===== src/sv/clipped_line_rasterizer_unit_macros.svh =====
// Assertion helpers shared by the rasterizer modules.
`ifndef CLIPPED_LINE_RASTERIZER_UNIT_MACROS_SVH
`define CLIPPED_LINE_RASTERIZER_UNIT_MACROS_SVH

// Same-cycle implication, checked outside reset.
`define CRL_ASSERT_IMP(label, ante, cons, msg) \
  label: assert property (@(posedge clk) disable iff (!rst_n) (ante) |-> (cons)) \
    else $error(msg);

// Next-cycle implication, checked outside reset.
`define CRL_ASSERT_NXT(label, ante, cons, msg) \
  label: assert property (@(posedge clk) disable iff (!rst_n) (ante) |=> (cons)) \
    else $error(msg);

`endif


===== src/sv/crl_pkg.sv =====
package crl_pkg;

  localparam int MAX_DIM     = 1024;
  localparam int CW          = $clog2(MAX_DIM);   // pixel coordinate width
  localparam int PW          = 18;                // signed endpoint width during clipping
  localparam int LW          = 11;                // run lengths
  localparam int EW          = 12;                // error term
  localparam int AW          = 20;                // pixel address
  localparam int COLOR_W     = 16;
  localparam int IN_W        = 16;
  localparam int RW_W        = 11;                // row width register
  localparam int TW          = 10;                // clip ratio, |t| <= 256
  localparam int NUM_W       = PW + 8;            // divider dividend
  localparam int PROD_W      = TW + PW;
  localparam int PASS_W      = 4;
  localparam int CLIP_PASSES = 8;
  localparam int ADDR_W      = 5;
  localparam int DATA_W      = 32;

  localparam logic [CW-1:0] CLIP_MAX = CW'(MAX_DIM - 1);

  // Register indexes
  localparam logic [ADDR_W-3:0] REG_CLIP_LEFT   = 3'd0;
  localparam logic [ADDR_W-3:0] REG_CLIP_TOP    = 3'd1;
  localparam logic [ADDR_W-3:0] REG_CLIP_RIGHT  = 3'd2;
  localparam logic [ADDR_W-3:0] REG_CLIP_BOTTOM = 3'd3;
  localparam logic [ADDR_W-3:0] REG_ROW_WIDTH   = 3'd4;

  // Outcode bits
  localparam logic [3:0] OC_BOTTOM = 4'd1;
  localparam logic [3:0] OC_TOP    = 4'd2;
  localparam logic [3:0] OC_RIGHT  = 4'd4;
  localparam logic [3:0] OC_LEFT   = 4'd8;

  typedef enum logic [1:0] {
    AXIS_X    = 2'd0,
    AXIS_Y    = 2'd1,
    AXIS_DIAG = 2'd2
  } axis_t;

  typedef struct packed {
    logic [CW-1:0]   clip_left;
    logic [CW-1:0]   clip_top;
    logic [CW-1:0]   clip_right;
    logic [CW-1:0]   clip_bottom;
    logic [RW_W-1:0] row_width;
  } cfg_t;

  typedef struct packed {
    logic load;
    logic step;
    logic triage;
    logic bres;
    logic div_start;
    logic mul;
    logic apply;
    logic finish;
  } ctrl_cmd_t;

  typedef struct packed {
    logic out_full;
    logic clip_empty;
    logic axis_line;
    logic both_in;
    logic reject;
    logic zero_delta;
    logic pass_limit;
    logic div_done;
  } dp_sts_t;

  typedef struct packed {
    logic               pixel_valid;
    logic [CW-1:0]      x;
    logic [CW-1:0]      y;
    logic [AW-1:0]      addr;
    logic [COLOR_W-1:0] color;
    logic               last;
    logic               idle;
  } result_t;

  function automatic logic [3:0] outcode(
    input logic signed [PW-1:0] x,
    input logic signed [PW-1:0] y,
    input cfg_t c
  );
    logic [3:0] oc;
    oc = '0;
    if (y > $signed({{(PW-CW){1'b0}}, c.clip_bottom})) oc |= OC_BOTTOM;
    else if (y < $signed({{(PW-CW){1'b0}}, c.clip_top})) oc |= OC_TOP;
    if (x > $signed({{(PW-CW){1'b0}}, c.clip_right})) oc |= OC_RIGHT;
    else if (x < $signed({{(PW-CW){1'b0}}, c.clip_left})) oc |= OC_LEFT;
    return oc;
  endfunction

endpackage


===== src/sv/crl_in_if.sv =====
interface crl_in_if import crl_pkg::*; ();
  logic                     valid;
  logic                     ready;
  logic                     mode;
  logic signed [IN_W-1:0]   x_start;
  logic signed [IN_W-1:0]   y_start;
  logic signed [IN_W-1:0]   x_end;
  logic signed [IN_W-1:0]   y_end;
  logic [COLOR_W-1:0]       pixel_color;

  modport source (output valid, mode, x_start, y_start, x_end, y_end, pixel_color,
                  input ready);
  modport sink (input valid, mode, x_start, y_start, x_end, y_end, pixel_color,
                output ready);
endinterface


===== src/sv/crl_out_if.sv =====
interface crl_out_if import crl_pkg::*; ();
  logic               valid;
  logic               ready;
  logic               pixel_valid;
  logic [CW-1:0]      out_x;
  logic [CW-1:0]      out_y;
  logic [AW-1:0]      pixel_address;
  logic [COLOR_W-1:0] out_color;
  logic               last;
  logic               idle;

  modport source (output valid, pixel_valid, out_x, out_y, pixel_address, out_color,
                  last, idle, input ready);
  modport sink (input valid, pixel_valid, out_x, out_y, pixel_address, out_color,
                last, idle, output ready);
endinterface


===== src/sv/crl_div.sv =====
module crl_div import crl_pkg::*; (
  input  logic                     clk,
  input  logic                     rst_n,
  input  logic                     start,
  input  logic signed [NUM_W-1:0]  dividend,
  input  logic signed [PW-1:0]     divisor,
  output logic signed [NUM_W-1:0]  quotient,
  output logic                     done
);

  localparam int CNT_W = $clog2(NUM_W + 1);

  logic [CNT_W-1:0] cnt_r, cnt_nxt;
  logic [NUM_W-1:0] quo_r, quo_nxt;
  logic [PW-1:0]    rem_r, rem_nxt;
  logic [PW-1:0]    den_r;
  logic             neg_r;
  logic             done_r, done_nxt;
  logic [PW:0]      rem_sh;
  logic [PW:0]      diff;

  // One quotient bit per cycle, restoring on magnitudes
  always_comb begin
    rem_sh   = {rem_r, quo_r[NUM_W-1]};
    diff     = rem_sh - {1'b0, den_r};
    cnt_nxt  = cnt_r;
    quo_nxt  = quo_r;
    rem_nxt  = rem_r;
    done_nxt = 1'b0;
    if (cnt_r != '0) begin
      if (!diff[PW]) begin
        rem_nxt = diff[PW-1:0];
        quo_nxt = {quo_r[NUM_W-2:0], 1'b1};
      end else begin
        rem_nxt = rem_sh[PW-1:0];
        quo_nxt = {quo_r[NUM_W-2:0], 1'b0};
      end
      cnt_nxt  = cnt_r - 1'b1;
      done_nxt = (cnt_r == CNT_W'(1));
    end
  end

  always_ff @(posedge clk) begin
    if (!rst_n) begin
      cnt_r  <= '0;
      done_r <= 1'b0;
    end else if (start) begin
      cnt_r  <= CNT_W'(NUM_W);
      done_r <= 1'b0;
    end else begin
      cnt_r  <= cnt_nxt;
      done_r <= done_nxt;
    end
  end

  // Load magnitudes on start, iterate afterward
  always_ff @(posedge clk) begin
    if (start) begin
      quo_r <= dividend[NUM_W-1] ? NUM_W'(-dividend) : dividend;
      den_r <= divisor[PW-1] ? PW'(-divisor) : divisor;
      rem_r <= '0;
      neg_r <= dividend[NUM_W-1] ^ divisor[PW-1];
    end else begin
      quo_r <= quo_nxt;
      rem_r <= rem_nxt;
    end
  end

  // Truncate toward zero: fix sign on the magnitude quotient
  assign quotient = neg_r ? -$signed(quo_r) : $signed(quo_r);
  assign done     = done_r;

endmodule


===== src/sv/crl_datapath.sv =====
module crl_datapath import crl_pkg::*; (
  input  logic                    clk,
  input  logic                    rst_n,
  input  ctrl_cmd_t               cmd,
  output dp_sts_t                 sts,
  input  cfg_t                    cfg,
  input  logic signed [IN_W-1:0]  x_start,
  input  logic signed [IN_W-1:0]  y_start,
  input  logic signed [IN_W-1:0]  x_end,
  input  logic signed [IN_W-1:0]  y_end,
  input  logic [COLOR_W-1:0]      pixel_color,
  input  logic                    out_ready,
  output logic                    out_valid,
  output result_t                 out_data
);

  `include "clipped_line_rasterizer_unit_macros.svh"

  // Clip endpoints
  logic signed [PW-1:0] x1_r, y1_r, x2_r, y2_r;
  logic signed [PW-1:0] clip_edge_r;
  logic                 mv_first_r, mv_y_r;
  logic [PASS_W-1:0]    pass_r;
  logic signed [PROD_W-1:0] prod_r;
  logic [COLOR_W-1:0]   color_r;

  // Walk state
  logic            active_r, active_nxt;
  logic [CW-1:0]   cur_x_r, cur_x_nxt, cur_y_r, cur_y_nxt;
  logic [EW-1:0]   err_r, err_nxt;
  logic [LW-1:0]   left_r, left_nxt, major_r, minor_r;
  logic            xneg_r, yneg_r;
  axis_t           kind_r;

  logic            out_valid_r;
  result_t         out_r, step_res, fin_res;

  logic [3:0] c1, c2, co;
  logic       sel_y;
  logic signed [PW-1:0] dx, dy, d_sel, d_oth, edge_sel, base_sel, lft, top, rgt, bot;
  logic signed [PW-1:0] shift_v, new_coord;
  logic signed [NUM_W-1:0] num, quo;
  logic div_done;

  // Walk setup values
  logic signed [PW-1:0] lo_x, hi_x, lo_y, hi_y;
  logic [PW-1:0]  ax, ay;
  logic           axis_ok, init_go;
  logic [CW-1:0]  init_x, init_y;
  logic [LW-1:0]  init_major, init_minor;
  logic [PW-1:0]  init_minor_full;
  logic           init_xneg, init_yneg;
  axis_t          init_kind;
  logic [EW-1:0]  e_sum;
  logic           minor_step;
  logic [2*CW+1:0] addr_full;

  assign lft = $signed({{(PW-CW){1'b0}}, cfg.clip_left});
  assign top = $signed({{(PW-CW){1'b0}}, cfg.clip_top});
  assign rgt = $signed({{(PW-CW){1'b0}}, cfg.clip_right});
  assign bot = $signed({{(PW-CW){1'b0}}, cfg.clip_bottom});

  // Clip pass selection
  always_comb begin
    c1       = outcode(x1_r, y1_r, cfg);
    c2       = outcode(x2_r, y2_r, cfg);
    co       = (c1 != '0) ? c1 : c2;
    sel_y    = (co & (OC_BOTTOM | OC_TOP)) != '0;
    dx       = x2_r - x1_r;
    dy       = y2_r - y1_r;
    d_sel    = sel_y ? dy : dx;
    d_oth    = mv_y_r ? dx : dy;
    if (sel_y) edge_sel = ((co & OC_BOTTOM) != '0) ? bot : top;
    else       edge_sel = ((co & OC_RIGHT) != '0) ? rgt : lft;
    base_sel = sel_y ? y1_r : x1_r;
    num      = {PW'(edge_sel - base_sel), 8'b0};
    shift_v  = PW'(prod_r >>> 8);
    new_coord = (mv_y_r ? x1_r : y1_r) + shift_v;
  end

  crl_div u_div (
    .clk      (clk),
    .rst_n    (rst_n),
    .start    (cmd.div_start),
    .dividend (num),
    .divisor  (d_sel),
    .quotient (quo),
    .done     (div_done)
  );

  // Walk setup: clamped axis line on triage, Bresenham otherwise
  always_comb begin
    lo_x = (x1_r < x2_r) ? x1_r : x2_r;
    hi_x = (x1_r < x2_r) ? x2_r : x1_r;
    lo_y = (y1_r < y2_r) ? y1_r : y2_r;
    hi_y = (y1_r < y2_r) ? y2_r : y1_r;
    if (lo_x < lft) lo_x = lft;
    if (hi_x > rgt) hi_x = rgt;
    if (lo_y < top) lo_y = top;
    if (hi_y > bot) hi_y = bot;
    axis_ok = (hi_x >= lo_x) && (hi_y >= lo_y);
    ax = PW'((dx[PW-1] ? -dx : dx) + PW'(1));
    ay = PW'((dy[PW-1] ? -dy : dy) + PW'(1));
    if (cmd.triage) begin
      init_go    = sts.axis_line && !sts.clip_empty && axis_ok;
      init_x     = lo_x[CW-1:0];
      init_y     = lo_y[CW-1:0];
      init_xneg  = 1'b0;
      init_yneg  = 1'b0;
      init_minor_full = '0;
      if (x1_r == x2_r) begin
        init_kind  = AXIS_Y;
        init_major = LW'(hi_y - lo_y + PW'(1));
      end else begin
        init_kind  = AXIS_X;
        init_major = LW'(hi_x - lo_x + PW'(1));
      end
    end else begin
      init_go    = cmd.bres;
      init_x     = x1_r[CW-1:0];
      init_y     = y1_r[CW-1:0];
      init_xneg  = dx[PW-1];
      init_yneg  = dy[PW-1];
      if (ax > ay) begin
        init_kind = AXIS_X; init_major = ax[LW-1:0]; init_minor_full = ay;
      end else if (ax < ay) begin
        init_kind = AXIS_Y; init_major = ay[LW-1:0]; init_minor_full = ax;
      end else begin
        init_kind = AXIS_DIAG; init_major = ax[LW-1:0]; init_minor_full = ax;
      end
    end
    init_minor = init_minor_full[LW-1:0];
  end

  // One pixel step
  always_comb begin
    step_res   = '0;
    fin_res    = '0;
    fin_res.idle = !active_r;
    active_nxt = active_r;
    cur_x_nxt  = cur_x_r;
    cur_y_nxt  = cur_y_r;
    err_nxt    = err_r;
    left_nxt   = left_r;
    e_sum      = err_r + EW'(minor_r);
    minor_step = e_sum >= EW'(major_r);
    addr_full  = (2*CW+2)'(cur_y_r) * (2*CW+2)'(cfg.row_width) + (2*CW+2)'(cur_x_r);
    if (!active_r || left_r == '0) begin
      step_res.idle = 1'b1;
      active_nxt    = 1'b0;
    end else begin
      step_res.pixel_valid = 1'b1;
      step_res.x     = cur_x_r;
      step_res.y     = cur_y_r;
      step_res.addr  = addr_full[AW-1:0];
      step_res.color = color_r;
      left_nxt = left_r - 1'b1;
      if (kind_r == AXIS_DIAG) begin
        cur_x_nxt = cur_x_r + (xneg_r ? '1 : CW'(1));
        cur_y_nxt = cur_y_r + (yneg_r ? '1 : CW'(1));
      end else begin
        err_nxt = minor_step ? e_sum - EW'(major_r) : e_sum;
        if (kind_r == AXIS_X) begin
          cur_x_nxt = cur_x_r + (xneg_r ? '1 : CW'(1));
          if (minor_step) cur_y_nxt = cur_y_r + (yneg_r ? '1 : CW'(1));
        end else begin
          cur_y_nxt = cur_y_r + (yneg_r ? '1 : CW'(1));
          if (minor_step) cur_x_nxt = cur_x_r + (xneg_r ? '1 : CW'(1));
        end
      end
      if (left_nxt == '0) begin
        active_nxt    = 1'b0;
        step_res.last = 1'b1;
        step_res.idle = 1'b1;
      end
    end
  end

  // Control state: walk activity and output register
  always_ff @(posedge clk) begin
    if (!rst_n) begin
      active_r    <= 1'b0;
      out_valid_r <= 1'b0;
      cur_x_r <= '0; cur_y_r <= '0; err_r <= '0; left_r <= '0;
      major_r <= '0; minor_r <= '0; xneg_r <= 1'b0; yneg_r <= 1'b0;
      kind_r  <= AXIS_X;
      color_r <= '0;
    end else begin
      if (cmd.step || cmd.finish) out_valid_r <= 1'b1;
      else if (out_ready) out_valid_r <= 1'b0;
      if (cmd.load) begin
        active_r <= 1'b0;
        color_r  <= pixel_color;
      end else if (init_go) begin
        active_r <= init_major != '0;
        cur_x_r  <= init_x;
        cur_y_r  <= init_y;
        kind_r   <= init_kind;
        major_r  <= init_major;
        minor_r  <= init_minor;
        err_r    <= EW'(init_minor_full >> 1);
        left_r   <= init_major;
        xneg_r   <= init_xneg;
        yneg_r   <= init_yneg;
      end else if (cmd.step) begin
        active_r <= active_nxt;
        cur_x_r  <= cur_x_nxt;
        cur_y_r  <= cur_y_nxt;
        err_r    <= err_nxt;
        left_r   <= left_nxt;
      end
    end
  end

  // Payload: endpoints, clip pass bookkeeping, result word
  always_ff @(posedge clk) begin
    if (cmd.load) begin
      x1_r   <= PW'(x_start);
      y1_r   <= PW'(y_start);
      x2_r   <= PW'(x_end);
      y2_r   <= PW'(y_end);
      pass_r <= '0;
    end
    if (cmd.div_start) begin
      clip_edge_r <= edge_sel;
      mv_first_r  <= c1 != '0;
      mv_y_r      <= sel_y;
    end
    if (cmd.mul) prod_r <= PROD_W'($signed(quo[TW-1:0])) * PROD_W'(d_oth);
    if (cmd.apply) begin
      pass_r <= pass_r + 1'b1;
      if (mv_first_r) begin
        if (mv_y_r) begin x1_r <= new_coord; y1_r <= clip_edge_r; end
        else        begin y1_r <= new_coord; x1_r <= clip_edge_r; end
      end else begin
        if (mv_y_r) begin x2_r <= new_coord; y2_r <= clip_edge_r; end
        else        begin y2_r <= new_coord; x2_r <= clip_edge_r; end
      end
    end
    if (cmd.step) out_r <= step_res;
    else if (cmd.finish) out_r <= fin_res;
  end

  always_comb begin
    sts.out_full   = out_valid_r;
    sts.clip_empty = (cfg.clip_right < cfg.clip_left) || (cfg.clip_bottom < cfg.clip_top);
    sts.axis_line  = (x1_r == x2_r) || (y1_r == y2_r);
    sts.both_in    = (c1 | c2) == '0;
    sts.reject     = (c1 & c2) != '0;
    sts.zero_delta = d_sel == '0;
    sts.pass_limit = pass_r == PASS_W'(CLIP_PASSES);
    sts.div_done   = div_done;
  end

  assign out_valid = out_valid_r;
  assign out_data  = out_r;

  `CRL_ASSERT_IMP(a_active_has_len, active_r, left_r != '0, "active line with no pixels left")
  `CRL_ASSERT_IMP(a_no_overwrite, cmd.step || cmd.finish, !out_valid_r, "result word overwritten")
  `CRL_ASSERT_IMP(a_last_is_idle, out_valid_r && out_r.last, out_r.idle && out_r.pixel_valid,
                  "last pixel not flagged idle")

endmodule


===== src/sv/crl_ctrl.sv =====
module crl_ctrl import crl_pkg::*; (
  input  logic      clk,
  input  logic      rst_n,
  input  logic      in_valid,
  input  logic      in_mode,
  output logic      in_ready,
  input  dp_sts_t   sts,
  output ctrl_cmd_t cmd
);

  `include "clipped_line_rasterizer_unit_macros.svh"

  typedef enum logic [2:0] {
    S_IDLE, S_TRIAGE, S_TEST, S_DIV, S_MUL, S_APPLY, S_FIN
  } state_t;

  state_t state_r, state_nxt;

  assign in_ready = (state_r == S_IDLE) && !sts.out_full;

  // Decode commands and next state
  always_comb begin
    cmd       = '0;
    state_nxt = state_r;
    unique case (state_r)
      S_IDLE: begin
        if (in_valid && in_ready) begin
          if (in_mode) cmd.step = 1'b1;
          else begin
            cmd.load  = 1'b1;
            state_nxt = S_TRIAGE;
          end
        end
      end
      S_TRIAGE: begin
        cmd.triage = 1'b1;
        state_nxt  = (sts.clip_empty || sts.axis_line) ? S_FIN : S_TEST;
      end
      S_TEST: begin
        priority if (sts.both_in) begin
          cmd.bres  = 1'b1;
          state_nxt = S_FIN;
        end else if (sts.reject || sts.pass_limit || sts.zero_delta) begin
          state_nxt = S_FIN;
        end else begin
          cmd.div_start = 1'b1;
          state_nxt     = S_DIV;
        end
      end
      S_DIV:   if (sts.div_done) state_nxt = S_MUL;
      S_MUL: begin
        cmd.mul   = 1'b1;
        state_nxt = S_APPLY;
      end
      S_APPLY: begin
        cmd.apply = 1'b1;
        state_nxt = S_TEST;
      end
      S_FIN: begin
        cmd.finish = 1'b1;
        state_nxt  = S_IDLE;
      end
      default: state_nxt = S_IDLE;
    endcase
  end

  // Hold state
  always_ff @(posedge clk) begin
    if (!rst_n) state_r <= S_IDLE;
    else        state_r <= state_nxt;
  end

  `CRL_ASSERT_IMP(a_div_done_waits, sts.div_done, state_r == S_DIV, "divider done outside wait")
  `CRL_ASSERT_NXT(a_load_triage, cmd.load, state_r == S_TRIAGE, "load did not reach triage")
  `CRL_ASSERT_NXT(a_step_stays_idle, cmd.step, state_r == S_IDLE, "step left the idle state")

endmodule


===== src/sv/clipped_line_rasterizer_unit.sv =====
// Clipped line rasterizer.
// in_ch carries words: mode 0 loads a line (two signed endpoints and a color),
// mode 1 asks for the next pixel. Every accepted word yields exactly one word on
// out_ch: a load word reports only idle, a step word carries one pixel, if any
// remains, with its bitmap address, last on the final pixel, and idle once
// nothing remains to draw. A step result is registered and shows on out_ch in
// the cycle after acceptance. A load word passes through triage; a line that is
// not axis aligned then gets a test step before each clip pass and after the
// last, and per pass the shared restoring divider (26 quotient bits and its done
// flag), a multiply and an update, at most 8 passes; every load ends in finish.
// in_ch.ready is high only when the sequencer is idle and out_ch holds no word,
// so a new word is not accepted while the previous result waits, and a stalled
// receiver holds the result and blocks the next input word.
// The user must write the clip rectangle and row width over the APB port only
// while idle; the block itself does not enforce it. Clip values use the low 10
// bits of the write data, so values above the last column wrap, not saturate.
// Reset (rst_n low, synchronous) drops any line in progress, empties out_ch and
// restores the register defaults: clip 0..255 by 0..191, row width 256.
module clipped_line_rasterizer_unit import crl_pkg::*; (
  input  logic              clk,
  input  logic              rst_n,
  crl_in_if.sink            in_ch,
  crl_out_if.source         out_ch,
  input  logic              psel,
  input  logic              penable,
  input  logic              pwrite,
  input  logic [ADDR_W-1:0] paddr,
  input  logic [DATA_W-1:0] pwdata,
  output logic [DATA_W-1:0] prdata,
  output logic              pready
);

  cfg_t      cfg_r;
  ctrl_cmd_t cmd;
  dp_sts_t   sts;
  result_t   res;
  logic      wr_en;
  logic [CW-1:0] wr_clip;

  assign pready  = 1'b1;
  assign wr_en   = psel && penable && pwrite;
  assign wr_clip = (pwdata[CW-1:0] > CLIP_MAX) ? CLIP_MAX : pwdata[CW-1:0];

  // Write configuration registers
  always_ff @(posedge clk) begin
    if (!rst_n) begin
      cfg_r.clip_left   <= '0;
      cfg_r.clip_top    <= '0;
      cfg_r.clip_right  <= CW'(255);
      cfg_r.clip_bottom <= CW'(191);
      cfg_r.row_width   <= RW_W'(256);
    end else if (wr_en) begin
      unique case (paddr[ADDR_W-1:2])
        REG_CLIP_LEFT:   cfg_r.clip_left   <= wr_clip;
        REG_CLIP_TOP:    cfg_r.clip_top    <= wr_clip;
        REG_CLIP_RIGHT:  cfg_r.clip_right  <= wr_clip;
        REG_CLIP_BOTTOM: cfg_r.clip_bottom <= wr_clip;
        REG_ROW_WIDTH:   cfg_r.row_width   <= pwdata[RW_W-1:0];
        default: ;
      endcase
    end
  end

  // Read back
  always_comb begin
    unique case (paddr[ADDR_W-1:2])
      REG_CLIP_LEFT:   prdata = DATA_W'(cfg_r.clip_left);
      REG_CLIP_TOP:    prdata = DATA_W'(cfg_r.clip_top);
      REG_CLIP_RIGHT:  prdata = DATA_W'(cfg_r.clip_right);
      REG_CLIP_BOTTOM: prdata = DATA_W'(cfg_r.clip_bottom);
      REG_ROW_WIDTH:   prdata = DATA_W'(cfg_r.row_width);
      default:         prdata = '0;
    endcase
  end

  crl_ctrl u_ctrl (
    .clk      (clk),
    .rst_n    (rst_n),
    .in_valid (in_ch.valid),
    .in_mode  (in_ch.mode),
    .in_ready (in_ch.ready),
    .sts      (sts),
    .cmd      (cmd)
  );

  crl_datapath u_dp (
    .clk         (clk),
    .rst_n       (rst_n),
    .cmd         (cmd),
    .sts         (sts),
    .cfg         (cfg_r),
    .x_start     (in_ch.x_start),
    .y_start     (in_ch.y_start),
    .x_end       (in_ch.x_end),
    .y_end       (in_ch.y_end),
    .pixel_color (in_ch.pixel_color),
    .out_ready   (out_ch.ready),
    .out_valid   (out_ch.valid),
    .out_data    (res)
  );

  assign out_ch.pixel_valid   = res.pixel_valid;
  assign out_ch.out_x         = res.x;
  assign out_ch.out_y         = res.y;
  assign out_ch.pixel_address = res.addr;
  assign out_ch.out_color     = res.color;
  assign out_ch.last          = res.last;
  assign out_ch.idle          = res.idle;

endmodule

===== src/flat_wrapper.sv =====
// flat-port wrapper written by rule: the top's interface ports become plain ports
module clipped_line_rasterizer_unit_flat import crl_pkg::*;
  (clk, rst_n, psel, penable, pwrite, paddr, pwdata, prdata, pready, in_ch_valid, in_ch_mode, in_ch_x_start, in_ch_y_start, in_ch_x_end, in_ch_y_end, in_ch_pixel_color, in_ch_ready, out_ch_valid, out_ch_pixel_valid, out_ch_out_x, out_ch_out_y, out_ch_pixel_address, out_ch_out_color, out_ch_last, out_ch_idle, out_ch_ready);
  crl_in_if in_ch_i ();
  crl_out_if out_ch_i ();
  input  logic clk;
  input  logic rst_n;
  input  logic psel;
  input  logic penable;
  input  logic pwrite;
  input  logic [ADDR_W-1:0] paddr;
  input  logic [DATA_W-1:0] pwdata;
  output logic [DATA_W-1:0] prdata;
  output logic pready;
  input wire logic [$bits(in_ch_i.valid)-1:0] in_ch_valid;
  input wire logic [$bits(in_ch_i.mode)-1:0] in_ch_mode;
  input wire logic [$bits(in_ch_i.x_start)-1:0] in_ch_x_start;
  input wire logic [$bits(in_ch_i.y_start)-1:0] in_ch_y_start;
  input wire logic [$bits(in_ch_i.x_end)-1:0] in_ch_x_end;
  input wire logic [$bits(in_ch_i.y_end)-1:0] in_ch_y_end;
  input wire logic [$bits(in_ch_i.pixel_color)-1:0] in_ch_pixel_color;
  output wire logic [$bits(in_ch_i.ready)-1:0] in_ch_ready;
  output wire logic [$bits(out_ch_i.valid)-1:0] out_ch_valid;
  output wire logic [$bits(out_ch_i.pixel_valid)-1:0] out_ch_pixel_valid;
  output wire logic [$bits(out_ch_i.out_x)-1:0] out_ch_out_x;
  output wire logic [$bits(out_ch_i.out_y)-1:0] out_ch_out_y;
  output wire logic [$bits(out_ch_i.pixel_address)-1:0] out_ch_pixel_address;
  output wire logic [$bits(out_ch_i.out_color)-1:0] out_ch_out_color;
  output wire logic [$bits(out_ch_i.last)-1:0] out_ch_last;
  output wire logic [$bits(out_ch_i.idle)-1:0] out_ch_idle;
  input wire logic [$bits(out_ch_i.ready)-1:0] out_ch_ready;
  assign in_ch_i.valid = in_ch_valid;
  assign in_ch_i.mode = in_ch_mode;
  assign in_ch_i.x_start = in_ch_x_start;
  assign in_ch_i.y_start = in_ch_y_start;
  assign in_ch_i.x_end = in_ch_x_end;
  assign in_ch_i.y_end = in_ch_y_end;
  assign in_ch_i.pixel_color = in_ch_pixel_color;
  assign in_ch_ready = in_ch_i.ready;
  assign out_ch_valid = out_ch_i.valid;
  assign out_ch_pixel_valid = out_ch_i.pixel_valid;
  assign out_ch_out_x = out_ch_i.out_x;
  assign out_ch_out_y = out_ch_i.out_y;
  assign out_ch_pixel_address = out_ch_i.pixel_address;
  assign out_ch_out_color = out_ch_i.out_color;
  assign out_ch_last = out_ch_i.last;
  assign out_ch_idle = out_ch_i.idle;
  assign out_ch_i.ready = out_ch_ready;
  clipped_line_rasterizer_unit u_core (.clk(clk), .rst_n(rst_n), .in_ch(in_ch_i), .out_ch(out_ch_i), .psel(psel), .penable(penable), .pwrite(pwrite), .paddr(paddr), .pwdata(pwdata), .prdata(prdata), .pready(pready));
endmodule

===== config.mk =====
export PLATFORM = sky130hd
export DESIGN_NAME = clipped_line_rasterizer_unit_flat
export DESIGN_NICKNAME = d
export VERILOG_FILES = /design/src/sv/crl_pkg.sv /design/src/sv/crl_in_if.sv /design/src/sv/crl_out_if.sv /design/src/sv/crl_div.sv /design/src/sv/crl_datapath.sv /design/src/sv/crl_ctrl.sv /design/src/sv/clipped_line_rasterizer_unit.sv /design/src/flat_wrapper.sv
export VERILOG_INCLUDE_DIRS = /design/src /design/src/sv
export SDC_FILE = /design/constraint.sdc
export NUM_CORES = 2
export LEC_CHECK = 0
export BUFFER_PORTS_ARGS = -buffer_cell sky130_fd_sc_hd__buf_4
export CAP_MARGIN = 20
export CORE_AREA = 2 2 306 308
export CTS_CLUSTER_SIZE = 28
export DETAILED_ROUTE_END_ITERATION = 12
export DIE_AREA = 0 0 308 310
export GPL_ROUTABILITY_DRIVEN = 0
export PLACE_DENSITY = 0.62
export SETUP_SLACK_MARGIN = 0.4
export SLEW_MARGIN = 25
export SYNTH_ARGS = -nofsm -noshare
export SYNTH_HDL_FRONTEND = slang
export SYNTH_SLANG_ARGS = --single-unit
export TNS_END_PERCENT = 50

===== constraint.sdc =====
create_clock -name clk -period 14.8 [get_ports clk]
set_input_delay 0.74 -clock clk [delete_from_list [all_inputs] [get_ports clk]]
set_output_delay 0.74 -clock clk [all_outputs]
set_load 0.005 [all_outputs]

==> results_dict.tcl <==
set metrics [dict create \
    worstReg2RegStart "u_core.u_dp.x1_r[4]" \
    synth-edff-count 138 \
    fmax_mhz 97.29 \
    synth-seq-cells 375 \
    syn2layout_area_growth_pct 9.705 \
    worst_path_most_repeated_cell "o21ai_0" \
    finalSetupViolCount 0 \
    cap_violations 0 \
    dr_total_vias 37460 \
    wl_per_cell_um 21.80 \
    finalHoldViolCount 0 \
    grt_pass1_vias 35570 \
    crit_start "u_core.u_dp.x1_r[4]" \
    clock-sinks 375 \
    fin_crit_sh_pct 69.45 \
    ys_async_sr_fraction_pct 0 \
    layout-drive-gt1-share_pct 9.494 \
    die_h_um 310 \
    cpMaxStageDelayCell "o21ai_0" \
    synthFlopType "dfxtp_1" \
    seq_area_frac_synth_pct 21.14 \
    yosysWarnings 0 \
    crit_fanout 43 \
    drc_errors 0 \
    core-area_sq_mm 0.09249 \
    cts_resized 0 \
    final.setup.tns_ns 0 \
    overflow 0 \
    diodes 0 \
    nNetsFinal 5951 \
    synth_cell_types 106 \
    critPathCaptureType "flop" \
    rsz0062_at_grt "no" \
    critical_path.top_delay_family "compound AO/OA/AOI/OAI gates" \
    numCtsBuffers 44 \
    layout_common_cells "nand2_1, ha_1, inv_1" \
    crit_arrival_ns 10.75 \
    required_ns 15.28 \
    critPathBufInv 4 \
    via_per_inst 5.891 \
    postCtsHoldBufs 0 \
    dp_hpwl_um 108800 \
    path_clk_slew_ns 0.07 \
    cp-start-kind "flop" \
    hp-start "in_ch_pixel_color[10]" \
    min-delay-path-class "in -> reg" \
    worstSkewPairLatency_ns 0.61 \
    status "complete, no violations" \
    synthCells 5062 \
    grt_max_degree 77 \
    fin_skew_ns 0.02110 \
    min_period_ns 10.28 \
    grt_pass1_wl_um 211800 \
    dr.pass1.iters 7 \
    critPathKind "reg -> reg" \
    grt_usage_pct 28.70 \
    final-max-slew-violation-count 0 \
    antenna_found_initial 1 \
    final_common_cell "nand2_1" \
    cp_slowest_stage_delay_ns 0.78 \
    cts_tree "yes" \
    postCtsSetupRepairBufs 0 \
    ios 219 \
    wl_um 138600 \
    rows 112 \
    start_util_pct 45.46 \
    fp.dieArea_sq_mm 0.09548 \
    drtIter0Drc 3405 \
    clockBufferDepth 3 \
    tightest_slew_ns 1.079 \
    slew_headroom_pct 27.11 \
    htree_levels 2 \
    io_buffers 173 \
    clockRootBuffer "clkbuf_16" \
    die_x_um 308 \
    syn_avg_cell_area_sq_um 8.306 \
    synth_area_sq_mm 0.04204 \
    drtAntennaViolNets 0 \
]
flip-flops by register name (all words and copies together), names as in the netlist, 10 cells and up:
name                     cells
u_core.u_dp.y1_r            18
u_core.u_dp.clip_edge_r     10
u_core.u_dp.major_r         11
u_core.u_dp.u_div.rem_r     18
u_core.u_dp.out_data        59
u_core.u_dp.x2_r            18
u_core.u_dp.x1_r            18
u_core.u_dp.minor_r         11
u_core.u_dp.err_r           12
u_core.u_dp.cur_x_r         10
u_core.u_dp.y2_r            18
u_core.u_dp.cur_y_r         10
u_core.u_dp.u_div.quo_r     26
u_core.u_dp.color_r         16
u_core.u_dp.u_div.den_r     18
u_core.u_dp.left_r          11
u_core.cfg_r                51
u_core.u_dp.prod_r          18
cells by family after synthesis:
| group | after synthesis | synth area share (%) |
|---|---|---|
| fa+ha+maj | 701 | 25.20 |
| simple gates | 1659 | 18.45 |
| mux | 245 | 6.122 |
| flops | 375 | 21.14 |
| other cells | 2 | 0.01786 |
| buf+inv | 677 | 6.351 |
| compound gates | 1129 | 16.95 |
| xor+xnor | 274 | 5.776 |
worst min-delay path, delay by kind of cell:
family | cells | cell delay, ns
buf+inv | 1 | 0.11
compound gates | 1 | 0.05
simple gates | 1 | 0.05
final timing paths:
path                                  end  slack [ns]  cells past startpoint
hold reg to reg   u_core.u_dp.color_r[14]        0.45                      2
setup / recovery     u_core.u_dp.active_r        4.52                     35
setup reg to reg     u_core.u_dp.active_r        4.52                     35
hold / removal    u_core.u_dp.color_r[10]        0.38                      3
final cells by class:
type | instances | area [sq um]
fill | 8907 | 46370
multi-input combinational | 4030 | 30710
tap | 1197 | 1498
sequential | 375 | 8889
clock inverter | 29 | 400.4
inverter | 437 | 1640
clock buffer | 53 | 1207
timing repair buffer | 237 | 1779
through the flow:
step                worst slack [ns]  hold WS, ns  cells  util [%]  area, sq um
floorplan                      6.350       0.4197   5082         -        42120
global placement               4.833       0.4369   6276     48.11        44500
detailed placement             4.794       0.4426   6276     48.12        44500
CTS                            4.743       0.3611   6358     49.86        46110
global route                   3.947       0.3841   6358     49.87        46120
finish                         4.521       0.3824   6358     49.87        46120
Yosys cell counts, drive strengths merged, types with 97 or more instances:
| master | instances | area [sq um] |
|---|---|---|
| edfxtp | 138 | 4144 |
| a21oi | 395 | 1977 |
| nor2 | 425 | 1598 |
| and2 | 141 | 882.1 |
| xnor2 | 191 | 1688 |
| clkbuf | 172 | 645.6 |
| o21ai | 247 | 1247 |
| dfxtp | 237 | 4745 |
| nor3 | 97 | 500.5 |
| ha | 458 | 5731 |
| inv | 435 | 1633 |
| nand2 | 590 | 2217 |
| mux2i | 157 | 1572 |
| fa | 243 | 4865 |
metal layers:
layer / GRT usage [%] / vias to the layer above / wire length, um
met5: 0 / - / 10
met4: 13.82 / 2 / 7650
met3: 4.128 / 349 / 10600
met2: 46.29 / 1546 / 62100
met1: 37.86 / 17880 / 58240
li1: - / 17680 / -
Power is left out: the tool's default activity adds up to more than one toggle a clock period on the data nets, which glitch-free logic cannot reach.
